## src/rtl/wspp_pkg.sv

```systemverilog
`timescale 1ns / 1ps
// ----------------------------------------------------------------------------
// wspp_pkg
// Shared types and constants of the wheel speed PID / PWM regulator.
// ----------------------------------------------------------------------------
package wspp_pkg;

  localparam int unsigned SpeedLimit = 7680000;
  localparam int unsigned SpeedMinQ8 = 768;
  localparam int unsigned SpeedJumpQ8 = 5120;
  localparam int unsigned SpeedTinyQ8 = 25;

  typedef enum logic [1:0] {
    FUNC_TARGET = 2'd0,
    FUNC_SAMPLE = 2'd1,
    FUNC_TICK   = 2'd2,
    FUNC_NONE   = 2'd3
  } func_e;

  typedef enum logic [2:0] {
    REG_GAIN_P = 3'd0,
    REG_GAIN_I = 3'd1,
    REG_GAIN_D = 3'd2,
    REG_SIDE   = 3'd3,
    REG_ENABLE = 3'd4
  } reg_e;

  typedef enum logic [3:0] {
    ST_IDLE,
    ST_TARGET,
    ST_SAMPLE,
    ST_SDIV,
    ST_SFIN,
    ST_TICK,
    ST_DDIV,
    ST_P,
    ST_I,
    ST_D,
    ST_TFIN,
    ST_OUT
  } state_e;

  // Commands from the sequencer to the datapath.
  typedef struct packed {
    logic do_target;
    logic do_sample;
    logic sdiv_start;
    logic do_sfin;
    logic ddiv_start;
    logic do_p;
    logic do_i;
    logic do_d;
    logic do_tfin;
  } cmd_t;

  // Status from the datapath.
  typedef struct packed {
    logic div_done;
    logic tick_active;
  } sts_t;

endpackage

```

## src/rtl/wheel_speed_pid_pwm.sv

```systemverilog
`timescale 1ns / 1ps
// ----------------------------------------------------------------------------
// wheel_speed_pid_pwm
// Wheel speed regulator: speed estimate from encoder samples, incremental
// PID and H-bridge pin control.
// ----------------------------------------------------------------------------
// Usage: a request on the input channel carries func (set target, angle
// sample or control tick) and its fields; each request gives exactly one
// result with the PWM value, bridge pins, direction and newest speed.
// Path of a request through the sequencer: an unknown func goes straight
// to the result; a set target takes one update step; a tick that does not
// run the PID (frozen or zero target) only closes the tick; a sample
// runs one 64-step divider run, then shifts the new speed in; a PID tick
// runs one 64-step divider run for the derivative, then three
// multiply-accumulate steps (the speed mean uses a reciprocal multiply).
// One request is in work at a time; the next is taken the cycle after its
// result leaves. Stall on the result holds it and keeps the input stalled.
// Reset clears all control state and loads the gain defaults. Configuration
// writes go through cfg_valid/cfg_ready and are always ready.
// ----------------------------------------------------------------------------
module wheel_speed_pid_pwm #(
  parameter int unsigned HISTORY_DEPTH = 4,
  parameter int unsigned PWM_MAX = 15000
) (
  input  logic               clk_i,
  input  logic               rst_ni,
  input  logic               in_valid_i,
  output logic               in_stall_o,
  input  logic [1:0]         func_i,
  input  logic [11:0]        angle_raw_i,
  input  logic [31:0]        time_ms_i,
  input  logic signed [23:0] target_speed_i,
  output logic               out_valid_o,
  input  logic               out_stall_i,
  output logic [13:0]        pwm_duty_o,
  output logic               pin_a_o,
  output logic               pin_b_o,
  output logic [1:0]         direction_o,
  output logic [22:0]        measured_speed_o,
  input  logic               cfg_valid_i,
  output logic               cfg_ready_o,
  input  logic [2:0]         cfg_index_i,
  input  logic [31:0]        cfg_data_i
);
  import wspp_pkg::*;

  cmd_t cmd;
  sts_t sts;

  assign cfg_ready_o = 1'b1;

  wspp_ctrl u_ctrl (
    .clk_i       (clk_i),
    .rst_ni      (rst_ni),
    .in_valid_i  (in_valid_i),
    .in_stall_o  (in_stall_o),
    .func_i      (func_i),
    .out_valid_o (out_valid_o),
    .out_stall_i (out_stall_i),
    .cmd_o       (cmd),
    .sts_i       (sts)
  );

  wspp_dp #(
    .HISTORY_DEPTH (HISTORY_DEPTH),
    .PWM_MAX       (PWM_MAX)
  ) u_dp (
    .clk_i            (clk_i),
    .rst_ni           (rst_ni),
    .in_accept_i      (in_valid_i & ~in_stall_o),
    .angle_raw_i      (angle_raw_i),
    .time_ms_i        (time_ms_i),
    .target_speed_i   (target_speed_i),
    .cfg_we_i         (cfg_valid_i & cfg_ready_o),
    .cfg_index_i      (cfg_index_i),
    .cfg_data_i       (cfg_data_i),
    .cmd_i            (cmd),
    .sts_o            (sts),
    .pwm_duty_o       (pwm_duty_o),
    .pin_a_o          (pin_a_o),
    .pin_b_o          (pin_b_o),
    .direction_o      (direction_o),
    .measured_speed_o (measured_speed_o)
  );
endmodule

```

## src/rtl/wspp_div.sv

```systemverilog
`timescale 1ns / 1ps
// ----------------------------------------------------------------------------
// wspp_div
// Restoring divider, one quotient bit per cycle, unsigned 64 by 64 bits.
// ----------------------------------------------------------------------------
module wspp_div (
  input  logic        clk_i,
  input  logic        rst_ni,
  input  logic        start_i,
  input  logic [63:0] num_i,
  input  logic [63:0] den_i,
  output logic        done_o,
  output logic [63:0] quo_o
);
  logic [63:0] rem_q, rem_d, quo_q, quo_d, den_q, den_d;
  logic [6:0]  cnt_q, cnt_d;
  logic        busy_q, busy_d, done_q, done_d;
  logic [64:0] trial;

  // Shift one numerator bit in per cycle
  always_comb begin
    rem_d  = rem_q;
    quo_d  = quo_q;
    den_d  = den_q;
    cnt_d  = cnt_q;
    busy_d = busy_q;
    done_d = 1'b0;
    trial  = {rem_q, quo_q[63]} - {1'b0, den_q};
    if (start_i) begin
      rem_d  = '0;
      quo_d  = num_i;
      den_d  = den_i;
      cnt_d  = 7'd64;
      busy_d = 1'b1;
    end else if (busy_q) begin
      if (!trial[64]) begin
        rem_d = trial[63:0];
        quo_d = {quo_q[62:0], 1'b1};
      end else begin
        rem_d = {rem_q[62:0], quo_q[63]};
        quo_d = {quo_q[62:0], 1'b0};
      end
      cnt_d = cnt_q - 7'd1;
      if (cnt_q == 7'd1) begin
        busy_d = 1'b0;
        done_d = 1'b1;
      end
    end
  end

  always_ff @(posedge clk_i or negedge rst_ni) begin
    if (!rst_ni) begin
      busy_q <= 1'b0;
      done_q <= 1'b0;
      cnt_q  <= '0;
    end else begin
      busy_q <= busy_d;
      done_q <= done_d;
      cnt_q  <= cnt_d;
    end
  end

  always_ff @(posedge clk_i) begin
    rem_q <= rem_d;
    quo_q <= quo_d;
    den_q <= den_d;
  end

  assign done_o = done_q;
  assign quo_o  = quo_q;
endmodule

```

## src/rtl/wspp_ctrl.sv

```systemverilog
`timescale 1ns / 1ps
// ----------------------------------------------------------------------------
// wspp_ctrl
// Sequencer: steps one request through the datapath and presents the result.
// ----------------------------------------------------------------------------
module wspp_ctrl (
  input  logic           clk_i,
  input  logic           rst_ni,
  input  logic           in_valid_i,
  output logic           in_stall_o,
  input  logic [1:0]     func_i,
  output logic           out_valid_o,
  input  logic           out_stall_i,
  output wspp_pkg::cmd_t cmd_o,
  input  wspp_pkg::sts_t sts_i
);
  import wspp_pkg::*;

  state_e state_q, state_d;

  // Next state
  always_comb begin
    state_d = state_q;
    case (state_q)
      ST_IDLE: begin
        if (in_valid_i) begin
          case (func_e'(func_i))
            FUNC_TARGET: state_d = ST_TARGET;
            FUNC_SAMPLE: state_d = ST_SAMPLE;
            FUNC_TICK:   state_d = ST_TICK;
            default:     state_d = ST_OUT;
          endcase
        end
      end
      ST_TARGET: state_d = ST_OUT;
      ST_SAMPLE: state_d = ST_SDIV;
      ST_SDIV:   if (sts_i.div_done) state_d = ST_SFIN;
      ST_SFIN:   state_d = ST_OUT;
      ST_TICK:   state_d = sts_i.tick_active ? ST_DDIV : ST_TFIN;
      ST_DDIV:   if (sts_i.div_done) state_d = ST_P;
      ST_P:      state_d = ST_I;
      ST_I:      state_d = ST_D;
      ST_D:      state_d = ST_TFIN;
      ST_TFIN:   state_d = ST_OUT;
      ST_OUT:    if (!out_stall_i) state_d = ST_IDLE;
      default:   state_d = ST_IDLE;
    endcase
  end

  // Outputs
  always_comb begin
    cmd_o = '0;
    in_stall_o  = (state_q != ST_IDLE);
    out_valid_o = (state_q == ST_OUT);
    case (state_q)
      ST_TARGET: cmd_o.do_target = 1'b1;
      ST_SAMPLE: begin
        cmd_o.do_sample  = 1'b1;
        cmd_o.sdiv_start = 1'b1;
      end
      ST_SFIN:   cmd_o.do_sfin = 1'b1;
      ST_TICK:   cmd_o.ddiv_start = sts_i.tick_active;
      ST_P:      cmd_o.do_p = 1'b1;
      ST_I:      cmd_o.do_i = 1'b1;
      ST_D:      cmd_o.do_d = 1'b1;
      ST_TFIN:   cmd_o.do_tfin = 1'b1;
      default: ;
    endcase
  end

  always_ff @(posedge clk_i or negedge rst_ni) begin
    if (!rst_ni) begin
      state_q <= ST_IDLE;
    end else begin
      state_q <= state_d;
    end
  end
endmodule

```

## src/rtl/wspp_dp.sv

```systemverilog
`timescale 1ns / 1ps
// ----------------------------------------------------------------------------
// wspp_dp
// Datapath: configuration, histories, speed estimate and incremental PID.
// ----------------------------------------------------------------------------
module wspp_dp #(
  parameter int unsigned HISTORY_DEPTH = 4,
  parameter int unsigned PWM_MAX = 15000
) (
  input  logic                  clk_i,
  input  logic                  rst_ni,
  input  logic                  in_accept_i,
  input  logic [11:0]           angle_raw_i,
  input  logic [31:0]           time_ms_i,
  input  logic signed [23:0]    target_speed_i,
  input  logic                  cfg_we_i,
  input  logic [2:0]            cfg_index_i,
  input  logic [31:0]           cfg_data_i,
  input  wspp_pkg::cmd_t        cmd_i,
  output wspp_pkg::sts_t        sts_o,
  output logic [13:0]           pwm_duty_o,
  output logic                  pin_a_o,
  output logic                  pin_b_o,
  output logic [1:0]            direction_o,
  output logic [22:0]           measured_speed_o
);
  import wspp_pkg::*;

  localparam int unsigned N = HISTORY_DEPTH;
  localparam logic [47:0] PwmLimit = 48'(PWM_MAX) << 16;

  logic [15:0] gain_p_q, gain_i_q, gain_d_q;
  logic        side_q, enable_q;
  logic [11:0] angle_q;
  logic [31:0] time_q;
  logic signed [23:0] tgt_q;

  logic [8:0]  last_angle_q;
  logic [31:0] last_time_q;
  logic [22:0] spd_q [N];
  logic signed [24:0] err_q [N];
  logic [31:0] tim_q [N];
  logic signed [31:0] integ_q;
  logic [31:0] acc_q;
  logic [22:0] tmag_q;
  logic        pin_a_q, pin_b_q;
  logic [1:0]  dir_q;
  logic [13:0] duty_q;

  // Work registers
  logic [8:0]  deg_q;
  logic signed [25:0] errp_q;
  logic signed [31:0] derr_q;
  logic        dneg_q;
  logic signed [49:0] sum_q;

  // Divider sharing
  logic        div_start, div_done;
  logic [63:0] div_num, div_den, div_quo;

  // Sample arithmetic
  logic [20:0] ang_mul;
  logic [8:0]  deg;
  logic [31:0] dt_s;
  logic [8:0]  dang;
  logic [25:0] sum3;
  logic [52:0] mean_mul;
  logic [25:0] mean;
  logic [31:0] dt_t;
  logic signed [25:0] derr_raw;
  logic [25:0] derr_mag;
  logic [22:0] spd_new, spd_prev, spd_diff;
  logic signed [33:0] integ_w;
  logic signed [31:0] integ_sat;
  logic signed [49:0] sum_base;
  logic signed [49:0] sum_next;
  logic signed [16:0] gain_mul;
  logic signed [31:0] opnd;
  logic [23:0] tmag_abs;

  assign ang_mul = 21'(angle_q) * 21'd360 + 21'd2048;
  assign deg     = ang_mul[20:12];
  assign dt_s    = time_q - last_time_q;
  assign dang    = (last_angle_q > deg) ? last_angle_q - deg : deg - last_angle_q;
  assign sum3    = 26'(spd_q[N-1]) + 26'(spd_q[N-2]) + 26'(spd_q[N-3]);
  assign dt_t    = tim_q[N-1] - tim_q[N-2];
  assign derr_raw = 26'(err_q[N-1]) - 26'(err_q[N-2]);
  assign derr_mag = derr_raw[25] ? 26'(-derr_raw) : 26'(derr_raw);

  // Divide the speed sum by three with a reciprocal multiply
  assign mean_mul = 53'(sum3) * 53'd44739243;
  assign mean     = mean_mul[52:27];

  // Share one divider between speed and derivative
  always_comb begin
    div_start = cmd_i.sdiv_start | cmd_i.ddiv_start;
    div_num   = 64'(derr_mag);
    div_den   = (dt_t == '0) ? 64'hFFFF_FFFF_FFFF_FFFF : 64'(dt_t);
    if (cmd_i.sdiv_start) begin
      div_num = 64'(dang) * 64'd128000;
      div_den = 64'(dt_s) * 64'd3;
    end
  end

  wspp_div u_div (
    .clk_i   (clk_i),
    .rst_ni  (rst_ni),
    .start_i (div_start),
    .num_i   (div_num),
    .den_i   (div_den),
    .done_o  (div_done),
    .quo_o   (div_quo)
  );

  assign sts_o.div_done    = div_done;
  assign sts_o.tick_active = (tmag_q != '0) && enable_q;

  // Filter the new speed
  always_comb begin
    spd_new = (dt_s > 32'd1 && div_quo >= 64'(SpeedMinQ8)) ? div_quo[22:0] : '0;
    spd_prev = spd_q[N-1];
    spd_diff = (spd_new > spd_prev) ? spd_new - spd_prev : spd_prev - spd_new;
    if (spd_new > 23'(SpeedTinyQ8) && spd_diff > 23'(SpeedJumpQ8)) begin
      spd_new = spd_prev;
    end
  end

  // Integral and product terms
  assign integ_w = 34'(integ_q) + 34'(errp_q);
  always_comb begin
    if (integ_w > 34'sh7FFF_FFFF) integ_sat = 32'sh8000_0000 - 32'sd1;
    else if (integ_w < -34'sh8000_0000) integ_sat = 32'sh8000_0000;
    else integ_sat = 32'(integ_w);
  end

  // Accumulate one gain product per step, starting from the PWM accumulator
  always_comb begin
    sum_base = sum_q;
    gain_mul = 17'({1'b0, gain_p_q});
    opnd     = 32'(errp_q);
    if (cmd_i.do_p) begin
      sum_base = 50'(acc_q);
    end
    if (cmd_i.do_i) begin
      gain_mul = 17'({1'b0, gain_i_q});
      opnd     = integ_sat;
    end else if (cmd_i.do_d) begin
      gain_mul = 17'({1'b0, gain_d_q});
      opnd     = derr_q;
    end
    sum_next = sum_base + 50'(gain_mul * 49'(opnd));
  end

  assign tmag_abs = tgt_q[23] ? 24'(-tgt_q) : 24'(tgt_q);

  // Control state
  always_ff @(posedge clk_i or negedge rst_ni) begin
    if (!rst_ni) begin
      gain_p_q <= 16'd10240;
      gain_i_q <= '0;
      gain_d_q <= '0;
      side_q   <= 1'b0;
      enable_q <= 1'b1;
      last_angle_q <= '0;
      last_time_q  <= '0;
      for (int k = 0; k < N; k++) begin
        spd_q[k] <= '0;
        err_q[k] <= '0;
        tim_q[k] <= '0;
      end
      integ_q <= '0;
      acc_q   <= '0;
      tmag_q  <= '0;
      pin_a_q <= 1'b0;
      pin_b_q <= 1'b0;
      dir_q   <= '0;
      duty_q  <= '0;
    end else begin
      // Configuration writes
      if (cfg_we_i) begin
        case (reg_e'(cfg_index_i))
          REG_GAIN_P: gain_p_q <= cfg_data_i[15:0];
          REG_GAIN_I: gain_i_q <= cfg_data_i[15:0];
          REG_GAIN_D: gain_d_q <= cfg_data_i[15:0];
          REG_SIDE:   side_q   <= cfg_data_i[0];
          REG_ENABLE: enable_q <= cfg_data_i[0];
          default: ;
        endcase
      end
      // Set target
      if (cmd_i.do_target) begin
        tmag_q <= (tmag_abs > 24'(SpeedLimit)) ? 23'(SpeedLimit) : tmag_abs[22:0];
        if (tgt_q == '0) begin
          pin_a_q <= 1'b0;
          pin_b_q <= 1'b0;
          dir_q   <= 2'd0;
          integ_q <= '0;
          duty_q  <= '0;
          last_angle_q <= '0;
          last_time_q  <= '0;
          for (int k = 0; k < N; k++) begin
            spd_q[k] <= '0;
            err_q[k] <= '0;
            tim_q[k] <= '0;
          end
        end else if ((!tgt_q[23]) == (!side_q)) begin
          pin_a_q <= 1'b0;
          pin_b_q <= 1'b1;
          dir_q   <= 2'd2;
        end else begin
          pin_a_q <= 1'b1;
          pin_b_q <= 1'b0;
          dir_q   <= 2'd1;
        end
      end
      // Shift in the new sample
      if (cmd_i.do_sfin) begin
        for (int k = 0; k < N - 1; k++) begin
          spd_q[k] <= spd_q[k+1];
          err_q[k] <= err_q[k+1];
          tim_q[k] <= tim_q[k+1];
        end
        spd_q[N-1] <= spd_new;
        tim_q[N-1] <= time_q;
        err_q[N-1] <= 25'(tmag_q) - 25'(spd_new);
        last_angle_q <= deg_q;
        last_time_q  <= time_q;
      end
      if (cmd_i.do_i) integ_q <= integ_sat;
      // Close the tick
      if (cmd_i.do_tfin && enable_q) begin
        if (tmag_q == '0) begin
          acc_q  <= '0;
          duty_q <= '0;
        end else if (sum_q < 0) begin
          acc_q  <= '0;
          duty_q <= '0;
        end else if (sum_q[48:0] > 49'(PwmLimit)) begin
          acc_q  <= 32'(PwmLimit);
          duty_q <= 14'(PWM_MAX);
        end else begin
          acc_q  <= sum_q[31:0];
          duty_q <= sum_q[29:16];
        end
      end
    end
  end

  // Work registers
  always_ff @(posedge clk_i) begin
    if (in_accept_i) begin
      angle_q <= angle_raw_i;
      time_q  <= time_ms_i;
      tgt_q   <= target_speed_i;
    end
    if (cmd_i.do_sample) deg_q <= deg;
    if (cmd_i.ddiv_start) begin
      errp_q <= 26'(tmag_q) - mean;
      dneg_q <= derr_raw[25];
    end
    if (cmd_i.do_p) begin
      derr_q <= dneg_q ? -32'(div_quo[31:0]) : 32'(div_quo[31:0]);
    end
    if (cmd_i.do_p || cmd_i.do_i || cmd_i.do_d) begin
      sum_q <= sum_next;
    end
  end

  assign pwm_duty_o       = duty_q;
  assign pin_a_o          = pin_a_q;
  assign pin_b_o          = pin_b_q;
  assign direction_o      = dir_q;
  assign measured_speed_o = spd_q[N-1];
endmodule
```

## config.mk

```make
export PLATFORM = sky130hd
export DESIGN_NAME = wheel_speed_pid_pwm
export DESIGN_NICKNAME = d
export VERILOG_FILES = /design/src/rtl/wspp_pkg.sv /design/src/rtl/wheel_speed_pid_pwm.sv /design/src/rtl/wspp_div.sv /design/src/rtl/wspp_ctrl.sv /design/src/rtl/wspp_dp.sv
export SDC_FILE = /design/constraint.sdc
export NUM_CORES = 2
export LEC_CHECK = 0
export ABC_AREA = 1
export ABC_CLOCK_PERIOD_IN_PS = 17200
export BUFFER_PORTS_ARGS = -buffer_cell sky130_fd_sc_hd__buf_2
export CORE_ASPECT_RATIO = 2
export CORE_MARGIN = 2
export CORE_UTILIZATION = 50
export CTS_CLUSTER_SIZE = 28
export DETAILED_ROUTE_END_ITERATION = 10
export PLACE_DENSITY_LB_ADDON = 0.05
export SLEW_MARGIN = 5
export SYNTH_ARGS = -nofsm -noshare
export SYNTH_HDL_FRONTEND = slang
export SYNTH_SLANG_ARGS = --single-unit
```

## constraint.sdc

```tcl
create_clock -name clk_i -period 17.2 [get_ports clk_i]
set_input_delay 1.72 -clock clk_i [delete_from_list [all_inputs] [get_ports clk_i]]
set_output_delay 1.72 -clock clk_i [all_outputs]
set_load 0.005 [all_outputs]
```

==> results.cfg <==
[die]
num_rows = 213
die_h_um = 584.9
die_area_um2 = 172200
core_area_um2 = 167900
die_x_um = 294.4
start_util_pct = 50.24
io_pins = 154

[sta]
setup_viol = 0
min_period_ns = 13.26
fmax_mhz = 75.41
tns_ns = 0
final-hold-violation-count = 0
fin_crit_sh_pct = 77.10
worst_pin_slew_ns = 1.188
rsz0062_at_grt = false
fin_ws_ns = 3.939
clock-skew-final_ns = 0.02929
slew_headroom_pct = 20.30
drv_slew = 0

[logic_synthesis]
syn_inst = 11120
synth_compound_area_share_pct = 12.05
synth_xor_area_share_pct = 4.433
yosysTopAreaCell = fa_1
avgSynthCellArea_um2 = 7.585
yosys_warnings = 0
synth.area.mux_share_pct = 0.05933
synth_ff_type = dfrtp_1
synthDistinctLibCells = 74
async_flop_share_pct = 50.50
synth_simple_gate_area_share_pct = 20.30
post_synth_instance_area_um2 = 84350
synth_common_cells = nand2_1, inv_1, nor2_1, ha_1, fa_1
yosysMostFrequentCell = nand2_1
synth_nets = 12790
yosysTopAreaCellShare_pct = 17.61
yosys-top-cells-area = fa_1, ha_1, nand2_1
synth-edff-count = 285
ys_seq_area_share_pct = 22.23
ys_ff_latch = 705
synthAdderAreaFrac_pct = 29.68
synth_top_family_by_area = adder cells

[global_route]
grt_max_degree = 87
grt_pass1_vias = 78990
antenna_found_initial = 19
grt_first_pass_wirelength_mm = 448.9
grt_util_all_layers_pct = 34.61
gr-total-overflow = 0

[clocking]
cts_setup_buffers = 0
insertion_delay_ns = 0.68
cts_inserted_buffers = 71
cts-root-buf = clkbuf_16
cts_resized = 0
cts.path.max_buffers = 3
postCtsHoldBufs = 0
cts_sinks = 705
cts_tree = done
clkTransAtPathRegs_ns = 0.07
ctsHtreeMaxLevel = 3

[routing]
dr_wl_met2_mm = 156.0
wl_met3_mm = 13.37
wl_per_cell_um = 22.08
initialDrtViolationCount = 3898
dr.max_layer_used = met5
vias = 74440
drc = 0
vias_per_cell = 5.576
m1WireLength_mm = 94.47
dr.pass1.iters = 6
wl_mm = 294.7
postRouteAntennaNets = 0

[setup_path]
slowest_stage = nor2_1
crit_path_frequent_cell = nand2_1
slowest_delay_ns = 0.97
critPathCapture = u_dp.err_q[16]
cp.buffers_inverters = 7
r2r_slack_ns = 3.94
cp-startpoint = u_dp.time_q[0]
critPathLaunchType = register
rr_endpoint = u_dp.err_q[16]
worst-r2r-cell-count = 57
end_kind = register
critical_path_depth = 57
critPathTopFamily = simple AND/OR/NAND/NOR gates
r2r-start = u_dp.time_q[0]
critPathMaxFanout = 25
arrival_ns = 13.76
critPathRequiredTime_ns = 17.70
path_class = reg -> reg

[cells_and_area]
nets = 12800
drive_gt1_share_pct = 4.112
area_growth_pct = 6.185

[hold_path]
hold_start = u_dp.deg_q[1]
hold_path.class = reg -> reg

[placed_design]
dp_worst_setup_slack_ns = 4.150
placement.io_buffers = 136
place.gp.congestion = 1.005
hpwlAfterDp_mm = 243.6

[run_status]
status = finished clean

[job]
cap_violations = 0
[stage by stage]
stage	cell area, um^2	instances	hold slack, ns	utilization, %
after floorplan	84350	11120	0.4297	-
final	89570	13350	0.4538	53.35
after global placement	87200	13210	0.4397	51.94
after detailed placement	87200	13210	0.4554	51.94
after global routing	89570	13350	0.4774	53.35
after CTS	89540	13340	0.4619	53.33
[routing by layer]
metal,up-vias,track usage (%)
met1,35780,31.75
met2,2180,65.30
met4,12,30.27
met3,1073,5.349
met5,-,0
li1,35390,-
[layout make-up]
cell class              count  area, um^2
fillers                 16630       78330
multi-input cells        7952       56280
flip-flops and latches    705       18750
inverters                2191        8229
well taps                2150        2690
clock buffers              93        1949
repair buffers            210        1246
clock inverters            37       394.1
diodes                     12       30.03
[worst min path at each step]
stage / slack [ns] / end / cells after the start
after floorplan: 0.43 / u_dp.last_angle_q[0] / 2
after global placement: 0.44 / u_dp.last_angle_q[0] / 2
after detailed placement: 0.46 / u_dp.last_angle_q[7] / 2
after CTS: 0.46 / u_dp.last_angle_q[1] / 2
after global routing: 0.48 / u_dp.last_angle_q[1] / 2
final: 0.45 / u_dp.last_angle_q[1] / 2
[worst register-to-register path: cells and delay by family (launching register included)]
| kind | cells | cell delay [ns] |
|---|---|---|
| simple gates | 32 | 6.39 |
| compound gates | 12 | 3.43 |
| fa+ha+maj | 5 | 1.31 |
| buf+inv | 7 | 1.03 |
| flops | 1 | 0.57 |
| xor+xnor | 1 | 0.34 |
[cell usage in the layout, fill, tap and decap left out, types with 151 or more instances in the layout]
cell / netlist / final
edfxtp_1: 285 / 285
inv_1: 2174 / 2171
a21oi_1: 712 / 710
xor2_1: 276 / 276
ha_1: 814 / 814
fa_1: 742 / 742
nand3_1: 399 / 399
nand2_1: 2404 / 2401
nor2_1: 983 / 970
dfrtp_1: 353 / 353
o21ai_0: 602 / 598
xnor2_1: 151 / 151
[cells by family after synthesis]
logic type / after synthesis
AOI/OAI and AO/OA: 1802
xor gates and xnor gates: 427
adders and majority gates: 1556
buffers and inverters: 2464
DFF: 705
muxes: 5
other: 1
and+or+nand+nor: 4161
[state kept, by name, indices dropped and copies added (netlist names), 35 cells and up]
register and count:
u_dp.spd_q 46, u_dp.sum_q 50, u_dp.u_div.rem_q 64, u_dp.err_q 48, u_dp.u_div.den_q 35, u_dp.u_div.quo_o 64
Power is not shown: default switching activity piles up to over one toggle a cycle in this logic, so the estimate is an artifact.
